`src/sha256_stream_hasher_core_macros.svh`:
```
// assertion macros for the sha-256 stream hasher
`ifndef SHA256_STREAM_HASHER_CORE_MACROS_SVH
`define SHA256_STREAM_HASHER_CORE_MACROS_SVH
`ifndef SYNTHESIS
`define SHS_ASSERT_IMPLIES(lbl, clk, rst, pre, post) \
   lbl: assert property (@(posedge clk) disable iff (rst) (pre) |-> (post)) \
      else $error("same-cycle check failed");
`define SHS_ASSERT_NEXT(lbl, clk, rst, pre, post) \
   lbl: assert property (@(posedge clk) disable iff (rst) (pre) |=> (post)) \
      else $error("next-cycle check failed");
`else
`define SHS_ASSERT_IMPLIES(lbl, clk, rst, pre, post)
`define SHS_ASSERT_NEXT(lbl, clk, rst, pre, post)
`endif
`endif

```
`src/shs_pkg.sv`:
```
`timescale 1ns / 1ps
// shared types, constants and functions of the sha-256 stream hasher
package shs_pkg;

   localparam int WORD_W    = 32;
   localparam int NUM_WORDS = 8;
   localparam int COUNT_W   = 61;

   localparam logic [7:0] PAD_MARK = 8'h80;
   localparam logic [5:0] LEN_FILL = 6'd56;

   typedef logic [WORD_W-1:0] word_type;

   typedef struct packed {
      logic load;
      logic step;
      logic fold;
      logic restart;
   } rnd_ctl_type;

   localparam word_type ROUND_K [0:63] = '{
      32'h428a2f98, 32'h71374491, 32'hb5c0fbcf, 32'he9b5dba5, 32'h3956c25b,
      32'h59f111f1, 32'h923f82a4, 32'hab1c5ed5, 32'hd807aa98, 32'h12835b01,
      32'h243185be, 32'h550c7dc3, 32'h72be5d74, 32'h80deb1fe, 32'h9bdc06a7,
      32'hc19bf174, 32'he49b69c1, 32'hefbe4786, 32'h0fc19dc6, 32'h240ca1cc,
      32'h2de92c6f, 32'h4a7484aa, 32'h5cb0a9dc, 32'h76f988da, 32'h983e5152,
      32'ha831c66d, 32'hb00327c8, 32'hbf597fc7, 32'hc6e00bf3, 32'hd5a79147,
      32'h06ca6351, 32'h14292967, 32'h27b70a85, 32'h2e1b2138, 32'h4d2c6dfc,
      32'h53380d13, 32'h650a7354, 32'h766a0abb, 32'h81c2c92e, 32'h92722c85,
      32'ha2bfe8a1, 32'ha81a664b, 32'hc24b8b70, 32'hc76c51a3, 32'hd192e819,
      32'hd6990624, 32'hf40e3585, 32'h106aa070, 32'h19a4c116, 32'h1e376c08,
      32'h2748774c, 32'h34b0bcb5, 32'h391c0cb3, 32'h4ed8aa4a, 32'h5b9cca4f,
      32'h682e6ff3, 32'h748f82ee, 32'h78a5636f, 32'h84c87814, 32'h8cc70208,
      32'h90befffa, 32'ha4506ceb, 32'hbef9a3f7, 32'hc67178f2};

   localparam word_type INIT_H [0:NUM_WORDS-1] = '{
      32'h6a09e667, 32'hbb67ae85, 32'h3c6ef372, 32'ha54ff53a,
      32'h510e527f, 32'h9b05688c, 32'h1f83d9ab, 32'h5be0cd19};

   function automatic word_type rotr(input word_type v, input int n);
      return (v >> n) | (v << (WORD_W - n));
   endfunction

endpackage

```
`src/shs_chan_if.sv`:
```
`timescale 1ns / 1ps
// request and response channel interfaces of the sha-256 stream hasher
interface shs_req_if;
   logic       valid;
   logic       ready;
   logic       kind;
   logic [7:0] data_byte;
   modport source (output valid, kind, data_byte, input ready);
   modport sink (input valid, kind, data_byte, output ready);
endinterface

interface shs_rsp_if;
   logic        valid;
   logic        ready;
   logic [31:0] digest_word;
   logic [2:0]  word_index;
   logic        last_word;
   modport source (output valid, digest_word, word_index, last_word, input ready);
   modport sink (input valid, digest_word, word_index, last_word, output ready);
endinterface

```
`src/shs_sched.sv`:
```
`timescale 1ns / 1ps
// block buffer and message schedule window, filled by bytes, stepped by words
module shs_sched (
   input  logic                clock,
   input  logic                byte_push,
   input  logic [7:0]          byte_val,
   input  logic                word_step,
   output shs_pkg::word_type   w_out
);
   logic [511:0]      win_ff, win_in;
   shs_pkg::word_type w0, w1, w9, w14, s0, s1, w_next;

   assign w0  = win_ff[511:480];
   assign w1  = win_ff[479:448];
   assign w9  = win_ff[223:192];
   assign w14 = win_ff[63:32];
   assign s0  = shs_pkg::rotr(w1, 7) ^ shs_pkg::rotr(w1, 18) ^ (w1 >> 3);
   assign s1  = shs_pkg::rotr(w14, 17) ^ shs_pkg::rotr(w14, 19) ^ (w14 >> 10);
   assign w_next = w0 + s0 + w9 + s1;
   assign w_out  = w0;

   always_comb begin
      win_in = win_ff;
      if (byte_push) begin
         win_in = {win_ff[503:0], byte_val};
      end else if (word_step) begin
         win_in = {win_ff[479:0], w_next};
      end
   end

   always_ff @(posedge clock) begin
      win_ff <= win_in;
   end
endmodule

```
`src/shs_round.sv`:
```
`timescale 1ns / 1ps
// working variables, one compression round per cycle, and chaining value
module shs_round (
   input  logic                  clock,
   input  logic                  reset,
   input  shs_pkg::rnd_ctl_type  ctl,
   input  shs_pkg::word_type     w_in,
   input  logic [5:0]            rnd_idx,
   input  logic [2:0]            rd_idx,
   output shs_pkg::word_type     rd_word
);
   shs_pkg::word_type v_ff [0:7];
   shs_pkg::word_type v_in [0:7];
   shs_pkg::word_type chain_ff [0:7];
   shs_pkg::word_type chain_in [0:7];
   shs_pkg::word_type sum1, sum0, ch, mj, t1, t2;

   assign sum1 = shs_pkg::rotr(v_ff[4], 6) ^ shs_pkg::rotr(v_ff[4], 11)
               ^ shs_pkg::rotr(v_ff[4], 25);
   assign ch   = (v_ff[4] & v_ff[5]) ^ (~v_ff[4] & v_ff[6]);
   assign t1   = v_ff[7] + sum1 + ch + shs_pkg::ROUND_K[rnd_idx] + w_in;
   assign sum0 = shs_pkg::rotr(v_ff[0], 2) ^ shs_pkg::rotr(v_ff[0], 13)
               ^ shs_pkg::rotr(v_ff[0], 22);
   assign mj   = (v_ff[0] & v_ff[1]) ^ (v_ff[0] & v_ff[2]) ^ (v_ff[1] & v_ff[2]);
   assign t2   = sum0 + mj;
   assign rd_word = chain_ff[rd_idx];

   always_comb begin
      for (int i = 0; i < 8; i++) begin
         v_in[i]     = v_ff[i];
         chain_in[i] = chain_ff[i];
      end
      if (ctl.load) begin
         for (int i = 0; i < 8; i++) begin
            v_in[i] = chain_ff[i];
         end
      end else if (ctl.step) begin
         v_in[7] = v_ff[6];
         v_in[6] = v_ff[5];
         v_in[5] = v_ff[4];
         v_in[4] = v_ff[3] + t1;
         v_in[3] = v_ff[2];
         v_in[2] = v_ff[1];
         v_in[1] = v_ff[0];
         v_in[0] = t1 + t2;
      end
      if (ctl.restart) begin
         for (int i = 0; i < 8; i++) begin
            chain_in[i] = shs_pkg::INIT_H[i];
         end
      end else if (ctl.fold) begin
         for (int i = 0; i < 8; i++) begin
            chain_in[i] = chain_ff[i] + v_ff[i];
         end
      end
   end

   always_ff @(posedge clock) begin
      for (int i = 0; i < 8; i++) begin
         v_ff[i] <= v_in[i];
      end
   end

   always_ff @(posedge clock) begin
      if (reset) begin
         for (int i = 0; i < 8; i++) begin
            chain_ff[i] <= shs_pkg::INIT_H[i];
         end
      end else begin
         for (int i = 0; i < 8; i++) begin
            chain_ff[i] <= chain_in[i];
         end
      end
   end
endmodule

```
`src/sha256_stream_hasher_core.sv`:
```
`timescale 1ns / 1ps
// sha-256 stream hasher top level: sequencer, length counter, output port
// a message byte is taken while idle; the 64th byte of a block starts a compression
// (64 rounds of the shared round unit, then a fold into the chain value)
// end of message feeds the padding bytes, one at a time, through the same path, then
// one or two compressions, then eight digest word transfers, one per cycle while the receiver is ready
// synchronous active-high reset: idle, empty message, initial hash words
`include "sha256_stream_hasher_core_macros.svh"
module sha256_stream_hasher_core (
   input  logic           clock,
   input  logic           reset,
   shs_req_if.sink        req_chan,
   shs_rsp_if.source      rsp_chan
);
   localparam logic [2:0] ST_IDLE  = 3'd0;
   localparam logic [2:0] ST_PAD   = 3'd1;
   localparam logic [2:0] ST_ROUND = 3'd2;
   localparam logic [2:0] ST_FOLD  = 3'd3;
   localparam logic [2:0] ST_OUT   = 3'd4;

   localparam logic [1:0] PH_MARK = 2'd0;
   localparam logic [1:0] PH_ZERO = 2'd1;
   localparam logic [1:0] PH_LEN  = 2'd2;

   localparam logic KIND_BYTE = 1'b0;

   logic [2:0]                   state_ff, state_in;
   logic [1:0]                   phase_ff, phase_in;
   logic                         pad_ff, pad_in;
   logic [5:0]                   fill_ff, fill_in;
   logic [5:0]                   rnd_ff, rnd_in;
   logic [2:0]                   lidx_ff, lidx_in;
   logic [2:0]                   oidx_ff, oidx_in;
   logic [shs_pkg::COUNT_W-1:0]  count_ff, count_in;
   logic                         push;
   logic [7:0]                   push_byte;
   logic [63:0]                  bit_len;
   logic [2:0]                   len_sel;
   logic [7:0]                   len_byte;
   logic                         req_xfer, rsp_xfer;
   shs_pkg::rnd_ctl_type         ctl;
   shs_pkg::word_type            w_cur;

   assign bit_len  = {count_ff, 3'b000};
   assign len_sel  = 3'(3'd7 - lidx_ff);
   assign len_byte = bit_len[{len_sel, 3'b000} +: 8];

   assign req_chan.ready = (state_ff == ST_IDLE);
   assign req_xfer       = req_chan.valid && req_chan.ready;
   assign rsp_chan.valid = (state_ff == ST_OUT);
   assign rsp_xfer       = rsp_chan.valid && rsp_chan.ready;
   assign rsp_chan.word_index = oidx_ff;
   assign rsp_chan.last_word  = (oidx_ff == 3'd7);

   always_comb begin
      state_in  = state_ff;
      phase_in  = phase_ff;
      pad_in    = pad_ff;
      fill_in   = fill_ff;
      rnd_in    = rnd_ff;
      lidx_in   = lidx_ff;
      oidx_in   = oidx_ff;
      count_in  = count_ff;
      push      = 1'b0;
      push_byte = req_chan.data_byte;
      ctl       = '0;
      case (state_ff)
         ST_IDLE: begin
            if (req_xfer) begin
               if (req_chan.kind == KIND_BYTE) begin
                  push     = 1'b1;
                  count_in = count_ff + 1'b1;
               end else begin
                  pad_in   = 1'b1;
                  phase_in = PH_MARK;
                  state_in = ST_PAD;
               end
            end
         end
         ST_PAD: begin
            case (phase_ff)
               PH_MARK: begin
                  push      = 1'b1;
                  push_byte = shs_pkg::PAD_MARK;
                  phase_in  = PH_ZERO;
               end
               PH_ZERO: begin
                  if (fill_ff == shs_pkg::LEN_FILL) begin
                     phase_in = PH_LEN;
                     lidx_in  = '0;
                  end else begin
                     push      = 1'b1;
                     push_byte = '0;
                  end
               end
               PH_LEN: begin
                  push      = 1'b1;
                  push_byte = len_byte;
                  lidx_in   = lidx_ff + 1'b1;
               end
               default: begin
                  phase_in = PH_MARK;
               end
            endcase
         end
         ST_ROUND: begin
            ctl.step = 1'b1;
            rnd_in   = rnd_ff + 1'b1;
            if (rnd_ff == 6'd63) begin
               state_in = ST_FOLD;
            end
         end
         ST_FOLD: begin
            ctl.fold = 1'b1;
            if (pad_ff && phase_ff == PH_LEN) begin
               oidx_in  = '0;
               state_in = ST_OUT;
            end else if (pad_ff) begin
               state_in = ST_PAD;
            end else begin
               state_in = ST_IDLE;
            end
         end
         ST_OUT: begin
            if (rsp_xfer) begin
               oidx_in = oidx_ff + 1'b1;
               if (oidx_ff == 3'd7) begin
                  ctl.restart = 1'b1;
                  count_in    = '0;
                  pad_in      = 1'b0;
                  state_in    = ST_IDLE;
               end
            end
         end
         default: begin
            state_in = ST_IDLE;
         end
      endcase
      if (push) begin
         fill_in = fill_ff + 1'b1;
         if (fill_ff == 6'd63) begin
            ctl.load = 1'b1;
            rnd_in   = '0;
            state_in = ST_ROUND;
         end
      end
   end

   always_ff @(posedge clock) begin
      if (reset) begin
         state_ff <= ST_IDLE;
         phase_ff <= PH_MARK;
         pad_ff   <= 1'b0;
         fill_ff  <= '0;
         rnd_ff   <= '0;
         lidx_ff  <= '0;
         oidx_ff  <= '0;
         count_ff <= '0;
      end else begin
         state_ff <= state_in;
         phase_ff <= phase_in;
         pad_ff   <= pad_in;
         fill_ff  <= fill_in;
         rnd_ff   <= rnd_in;
         lidx_ff  <= lidx_in;
         oidx_ff  <= oidx_in;
         count_ff <= count_in;
      end
   end

   shs_sched u_sched (
      .clock     (clock),
      .byte_push (push),
      .byte_val  (push_byte),
      .word_step (ctl.step),
      .w_out     (w_cur)
   );

   shs_round u_round (
      .clock   (clock),
      .reset   (reset),
      .ctl     (ctl),
      .w_in    (w_cur),
      .rnd_idx (rnd_ff),
      .rd_idx  (oidx_ff),
      .rd_word (rsp_chan.digest_word)
   );

   `SHS_ASSERT_IMPLIES(a_out_block_empty, clock, reset, rsp_chan.valid, fill_ff == 6'd0 && pad_ff)
   `SHS_ASSERT_NEXT(a_round_to_fold, clock, reset, state_ff == ST_ROUND && rnd_ff == 6'd63, state_ff == ST_FOLD)
   `SHS_ASSERT_NEXT(a_last_restarts, clock, reset, rsp_xfer && rsp_chan.last_word, state_ff == ST_IDLE && count_ff == '0 && !pad_ff)
   `SHS_ASSERT_IMPLIES(a_one_side_busy, clock, reset, req_chan.ready, !rsp_chan.valid && !pad_ff)
endmodule

```
`src/flat_wrapper.sv`:
```
// flat-port wrapper written by rule: the top's interface ports become plain ports
module sha256_stream_hasher_core_flat 
  (clock, reset, req_chan_valid, req_chan_kind, req_chan_data_byte, req_chan_ready, rsp_chan_valid, rsp_chan_digest_word, rsp_chan_word_index, rsp_chan_last_word, rsp_chan_ready);
  shs_req_if req_chan_i ();
  shs_rsp_if rsp_chan_i ();
  input  logic clock;
  input  logic reset;
  input wire logic [$bits(req_chan_i.valid)-1:0] req_chan_valid;
  input wire logic [$bits(req_chan_i.kind)-1:0] req_chan_kind;
  input wire logic [$bits(req_chan_i.data_byte)-1:0] req_chan_data_byte;
  output wire logic [$bits(req_chan_i.ready)-1:0] req_chan_ready;
  output wire logic [$bits(rsp_chan_i.valid)-1:0] rsp_chan_valid;
  output wire logic [$bits(rsp_chan_i.digest_word)-1:0] rsp_chan_digest_word;
  output wire logic [$bits(rsp_chan_i.word_index)-1:0] rsp_chan_word_index;
  output wire logic [$bits(rsp_chan_i.last_word)-1:0] rsp_chan_last_word;
  input wire logic [$bits(rsp_chan_i.ready)-1:0] rsp_chan_ready;
  assign req_chan_i.valid = req_chan_valid;
  assign req_chan_i.kind = req_chan_kind;
  assign req_chan_i.data_byte = req_chan_data_byte;
  assign req_chan_ready = req_chan_i.ready;
  assign rsp_chan_valid = rsp_chan_i.valid;
  assign rsp_chan_digest_word = rsp_chan_i.digest_word;
  assign rsp_chan_word_index = rsp_chan_i.word_index;
  assign rsp_chan_last_word = rsp_chan_i.last_word;
  assign rsp_chan_i.ready = rsp_chan_ready;
  sha256_stream_hasher_core u_core (.clock(clock), .reset(reset), .req_chan(req_chan_i), .rsp_chan(rsp_chan_i));
endmodule
```
`config.mk`:
```
export PLATFORM = sky130hd
export DESIGN_NAME = sha256_stream_hasher_core_flat
export DESIGN_NICKNAME = d
export VERILOG_FILES = /design/src/shs_pkg.sv /design/src/shs_chan_if.sv /design/src/shs_sched.sv /design/src/shs_round.sv /design/src/sha256_stream_hasher_core.sv /design/src/flat_wrapper.sv
export VERILOG_INCLUDE_DIRS = /design/src /design/src/src
export SDC_FILE = /design/constraint.sdc
export NUM_CORES = 2
export LEC_CHECK = 0
export ABC_AREA = 1
export BUFFER_PORTS_ARGS = -buffer_cell sky130_fd_sc_hd__buf_2
export CORE_ASPECT_RATIO = 1.75
export CORE_MARGIN = 8
export CORE_UTILIZATION = 45
export CTS_BUF_LIST = sky130_fd_sc_hd__clkbuf_8 sky130_fd_sc_hd__clkbuf_16
export DETAILED_ROUTE_END_ITERATION = 6
export GPL_TIMING_DRIVEN = 0
export SLEW_MARGIN = 20
export SYNTH_ARGS = -nofsm -noshare
export SYNTH_HDL_FRONTEND = slang
export SYNTH_SLANG_ARGS = --single-unit
```
`constraint.sdc`:
```
create_clock -name clock -period 41.5 [get_ports clock]
set_input_delay 4.15 -clock clock [delete_from_list [all_inputs] [get_ports clock]]
set_output_delay 4.15 -clock clock [all_outputs]
set_load 0.01 [all_outputs]
```
**Yosys cells after proc, flatten, opt, wreduce, memory -nomap -nowiden**

Memory sizes are Yosys's and may differ from the RTL's. A register that Yosys moved wholly into a read port is not among the register bits.
Index checks and enable logic that the tools add are counted.

- Register bits after elaboration: 597
- RAM bits: 512
- ROM bits: 2048
- Bits of input ports: 13
- Output and inout port bits: 38
- Logic and storage cells: 178
- Memories kept: 3

- Add/subtract/negate cells: 24
- Order comparisons: 1
- Equal/unequal tests: 19
- Shift operators: 1
- Muxes and demuxes: 69
- Bitwise gates (word level): 36
- Reductions and logical operators: 16

Memory list:

| memory | depth | bits a word | read ports | clocked after memory_dff | wr ports | line | source |
|---|---|---|---|---|---|---|---|
| (no name shown) | 64 | 32 | 1 | 0 | 0 | shs_round.sv:21 | `assign t1 = v_ff[7] + sum1 + ch + shs_pkg::ROUND_K[rnd_idx] + w_in;` |
| u_core.u_round.chain_ff | 8 | 32 | 9 | 1 | 8 | shs_round.sv:14 | `shs_pkg::word_type chain_ff [0:7];` |
| u_core.u_round.v_ff | 8 | 32 | 8 | 0 | 8 | shs_round.sv:12 | `shs_pkg::word_type v_ff [0:7];` |

Operators with widths:

| cell | number |
|---|---|
| 256-bit two-way mux | 4 |
| 512-bit two-way mux | 2 |
| 32-bit adder | 18 |
| 32-bit two-way mux | 10 |
| 32-bit XOR | 9 |
| 61-bit two-way mux | 4 |
| 32-bit AND | 5 |
| 61-bit one-hot mux with 2 select lines | 1 |
| 64-bit by 7-bit indexed part select with 8-bit output | 1 |
| 61-bit by 1-bit adder with 61-bit output (second input constant) | 1 |
| 3-bit two-way mux | 13 |
| 32-bit inverter | 1 |
| 10-bit by 32-bit bitwise OR with 32-bit output | 1 |
| 13-bit by 32-bit bitwise OR with 32-bit output | 1 |
| 14-bit by 32-bit bitwise OR with 32-bit output | 1 |
| 15-bit by 32-bit bitwise OR with 32-bit output | 1 |
| 19-bit by 32-bit bitwise OR with 32-bit output | 1 |
| 21-bit by 32-bit bitwise OR with 32-bit output | 1 |
| 25-bit by 32-bit bitwise OR with 32-bit output | 1 |
| 26-bit by 32-bit bitwise OR with 32-bit output | 1 |
| 30-bit by 32-bit bitwise OR with 32-bit output | 1 |
| 7-bit by 32-bit bitwise OR with 32-bit output | 1 |
| 32-bit by 22-bit XOR with 32-bit output | 1 |
| 32-bit by 29-bit XOR with 32-bit output | 1 |
| other kinds (32) | 85 |

**Depth between registers and ports, before layout**

An unclocked memory read counts as a cell.

- Depth in word-level cells: 11
- Mapped depth: 45
- Mapped depth without buffers: 45

**Hierarchy**

From an unflattened synthesis, not the netlist that was laid out.

- Cell total of the unflattened synthesis: 11390
- Area total of the unflattened synthesis: 83274.9 um^2

Modules (own cells, without submodules):

| module | times used | cells each | area an instance (um^2) | sequential area each (um^2) |
|---|---|---|---|---|
| shs_round | 1 | 7586 | 50781.2 | 12812.3 |
| shs_sched | 1 | 2872 | 26903.3 | 15374.7 |
| sha256_stream_hasher_core | 1 | 932 | 5590.4 | 1701.6 |

**Worst setup path after synthesis**

No wires, ideal clock.

- Kind: input to register
- Start: input req_chan_kind
- End: register u_core.u_sched.win_ff[0] (enable)
- Arrival time: 13.144 ns
- Required time: 37.806 ns
- Setup slack: 24.662 ns
- Stages: 8
- Buffers on the path: 3
- Path through: nor2_1 > nand2_2 > nand2_2 > buf_6 > inv_2 > buf_2 > buf_2 > nand2_1

- Longest elaborated chain between the ends: 4

Ends and longest elaborated chain:

| what | line | source |
|---|---|---|
| start: declaration | flat_wrapper.sv:9 | `input wire logic [$bits(req_chan_i.kind)-1:0] req_chan_kind;` |
| 1-bit two-way mux | sha256_stream_hasher_core.sv:70 | `if (req_chan.kind == KIND_BYTE) begin` |
| 1-bit two-way mux | sha256_stream_hasher_core.sv:69 | `if (req_xfer) begin` |
| 1-bit one-hot mux with 2 select lines | sha256_stream_hasher_core.sv:67 | `case (state_ff)` |
| 2-bit nonzero test (no source line) | -- |  |
| end signal: assignment | shs_sched.sv:32 | `win_ff <= win_in;` |
| end: declaration | shs_sched.sv:10 | `logic [511:0] win_ff, win_in;` |

Every way passes these cells.
A chain may end at the register's enable or synchronous reset.

==> impl_results.md <==
- Outcome: complete, but fails checks
- Violated checks: DRC
- Post-Synth Simple-Gate Area: around a quarter
- Final setup margin: roughly 29 ns
- Initial antenna violation count: around 70
- CP peak stage delay: a little under 0.8 ns
- Register area share after synthesis: around 36%
- Hold Crit Class: reg2reg
- Nets@finish: around 12k
- Most frequently used flop master after synthesis: edfxtp_1
- Overall power: between 4 and 5 mW
- 1st-iter DRT viols: ~11k
- Post-Syn Nets: around 12k
- P_leak: 40.0 nW
- Via-to-Cell Ratio: ~6.2
- Share of post-route cells with drive strength above 1: about 5.1%
- Post-synthesis mux area share: less than 1%
- Hold depth: 2
- Hold-fix buffers, CTS: 0
- Total CTS buffers: around 110
- Crit path buf inv count: 10
- Multi-input combinational cell area: approximately 45000 um2
- RSZ-0062 raised after global routing: false
- EDFF count, synth: 768
- CTS Buffer Depth: 3
- WL per Instance: around 34 um
- Post-CTS sizing: 0
- Grt total ovfl: 0
- Post-Place Setup Slack: 30.13 ns
- # setup viols final: 0
- Chip Width: about 340 um
- Tmin final: about 12 ns
- Critical Path RT: 41.99 ns
- Max-capacitance violation count: 0
- Avg Cell Area, Syn: around 7.4 um2
- CP max stage cell: xor2_1
- Final wirelength: 472000 um
- CTS tree: done
- DIE HEIGHT: between 500 and 600 um
- DP HPWL: between 300000 and 400000 um
- RD Place Congestion: about 1.2
- Largest cells by area after synthesis: edfxtp_1 (28%), nand2_1 (15%), dfxtp_1 (8.4%)
- Vias in the first global route: between 80k and 90k
- Io pins: 51
- Async SR Flop Fraction: 0%
- First-pass GRT wire length: 648000 um
- DRC errors left: 11
- Worst R2R Start: u_core.rnd_ff[1]
- Fin. max-slew vios: 0
- Hold Path End: u_core.fill_ff[5]
- Yosys reg bits: 1112
- XOR/XNOR share of the synthesized area: about 4.2%
- Critical Path End Type: flop
- Yosys cell types: 67
- Worst-Margin Slew: 1.31 ns
- Largest net degree at the start of global routing: 62
- Die ar.: between 150000 and 200000 um2
- Synth Cell Area: between 80000 and 90000 um2
- CP top delay family: adder cells
- Synth Area in Compound Gates: ~15%
- Clk_lat worst skew: between 0.8 and 0.9 ns
- Critical Path Start: u_core.rnd_ff[1]
- CTS clk-pin slew, worst paths: 0.07 ns
- Largest family of logic cells by synthesized area: simple AND/OR/NAND/NOR gates
- Setup bufs post-CTS: 0
- H-tree level count: 3
- Synth warn: 0
- Count of final hold-check violations: 0
- Worst path most repeated cell: nand2_1
- Fillers: between 15k and 20k
- DRT Pass-1 Iters: 7
- CTS Root Cell: clkbuf_16
- Reg2Reg Setup Slack: just under 30 ns
- Cell taking the most area after synthesis: edfxtp_1
- Rows: roughly 210
- Worst hold start: u_core.fill_ff[5]
- All-Layer GR Usage: about 47%
- Post-synthesis cell count: approximately 11k
- Power per cell area: about 49 nW/um2
- Initial core utilization: 45.2%
- Worst-path fanout max: 12
- R2R cell count: 42
- Crit path arrival time: between 10 and 15 ns
- Routed Antenna Nets: 0
- Clock sinks: between 1k and 1.5k
- WS Path Type: reg2reg
- Via count: 86.1k
- Sequential cell area: ~30000 um2
- Synth cell count leaders: nand2_1 (3247), inv_1 (1338), a21oi_1 (904), o21ai_0 (901), edfxtp_1 (768)
- Core area: around 180000 um2
- RR Endpoint: u_core.u_round.v_ff[0][31]
- Final TNS setup: 0 ns
- Most common cell in the netlist: nand2_1
- Adder-cell share of the synthesized area: between 10 and 15%
- Slew margin rel.: between 10% and 20%
- VDD IR max: around 45 uV
- I/O Buffers: 50
- Worst Skew: approximately 0.088 ns
- Tcrit/Tclk final: between 20% and 30%
- Area Growth Syn to Fin: 10.4%
- Yosys top cell area share: between 20% and 30%
- Fmax: around 81 MHz
- CP startpoint kind: flop
==> how the worst max path moves through the flow <==
stage                                 endpoint  cells past startpoint  slack [ns]
global placement      u_core.u_sched.win_ff[0]                      9       19.54
detailed placement  u_core.u_round.v_ff[0][31]                     37       30.13
global route        u_core.u_round.v_ff[0][31]                     36       28.84
CTS                 u_core.u_round.v_ff[0][31]                     37       30.09
floorplan             u_core.u_sched.win_ff[0]                      8       24.66
finish              u_core.u_round.v_ff[0][31]                     42       29.10
==> logic make-up after synthesis <==
kind of cell	after synthesis
AO/OA/AOI/OAI	2303
XOR/XNOR	396
adder cells (fa/ha/maj)	611
buffers and inverters	1801
flip-flops	1112
multiplexers	16
AND/OR/NAND/NOR	4893
==> layout by cell type (no fill, tap or decap), types with 62 or more instances in the layout <==
master,instances
a21oi_1,903
a31oi_1,63
buf_2,166
clkbuf_1,248
clkbuf_16,115
dfxtp_1,344
diode_2,62
edfxtp_1,768
fa_1,195
ha_1,396
inv_1,1363
nand2_1,3244
nand3_1,562
nand4_1,120
nor2_1,737
nor3_1,125
o211ai_1,97
o21ai_0,873
o21ai_1,110
o21bai_1,69
xnor2_1,167
xor2_1,207
==> worst register-to-register path, delay by kind of cell, from the launching register on <==
kind	cells	cell delay, ns
XOR/XNOR	1	0.78
flip-flops	1	0.74
AND/OR/NAND/NOR	18	2.82
buffers and inverters	10	1.97
AO/OA/AOI/OAI	5	1.58
adder cells (fa/ha/maj)	8	4.24
==> through the flow <==
step           util (%)  cells  hold WS, ns  area [um2]
6_report           49.9  13900        0.473       90600
3_3_place_gp       47.0  13600        0.446       85300
2_1_floorplan         -  11100        0.424       82100
3_5_place_dp       47.6  13600        0.450       86500
4_1_cts            49.7  13800        0.459       90200
5_1_grt            49.8  13900        0.484       90500
==> area by class of cell <==
cell class / instances / area share, %
tap: 2403 / 3.32
timing repair buffer: 109 / 1.42
clock inverter: 90 / 0.899
clock buffer: 120 / 3.25
multi-input combinational: 8219 / 50.1
antenna: 62 / 0.171
sequential: 1112 / 33.1
buffer: 447 / 2.21
inverter: 1354 / 5.61
==> report_power, final <==
group	leakage (nW)	switching, mW	internal, mW
logic	28.1	1.37	0.582
clock network	1.93	0.509	0.578
registers	10.0	0.0712	1.34
==> state kept, by name, summed over array words and instances (netlist names), named ones only <==
register / flops
u_core.phase_ff: 2
u_core.rnd_ff: 6
u_core.fill_ff: 6
u_core.u_sched.win_ff: 512
u_core.rsp_chan.word_index: 3
u_core.u_round.chain_ff: 256
u_core.state_ff: 3
u_core.count_ff: 61
u_core.u_round.v_ff: 256
u_core.pad_ff: 1
u_core.lidx_ff: 3
==> per-layer routing <==
layer	global-route usage [%]	part of all wire (%)
met3	17.2	9.6
met4	55.6	16
met5	0.412	0.058
met1	41.9	29
met2	75.5	46
Note: power is estimated with default switching activity, not from simulation.
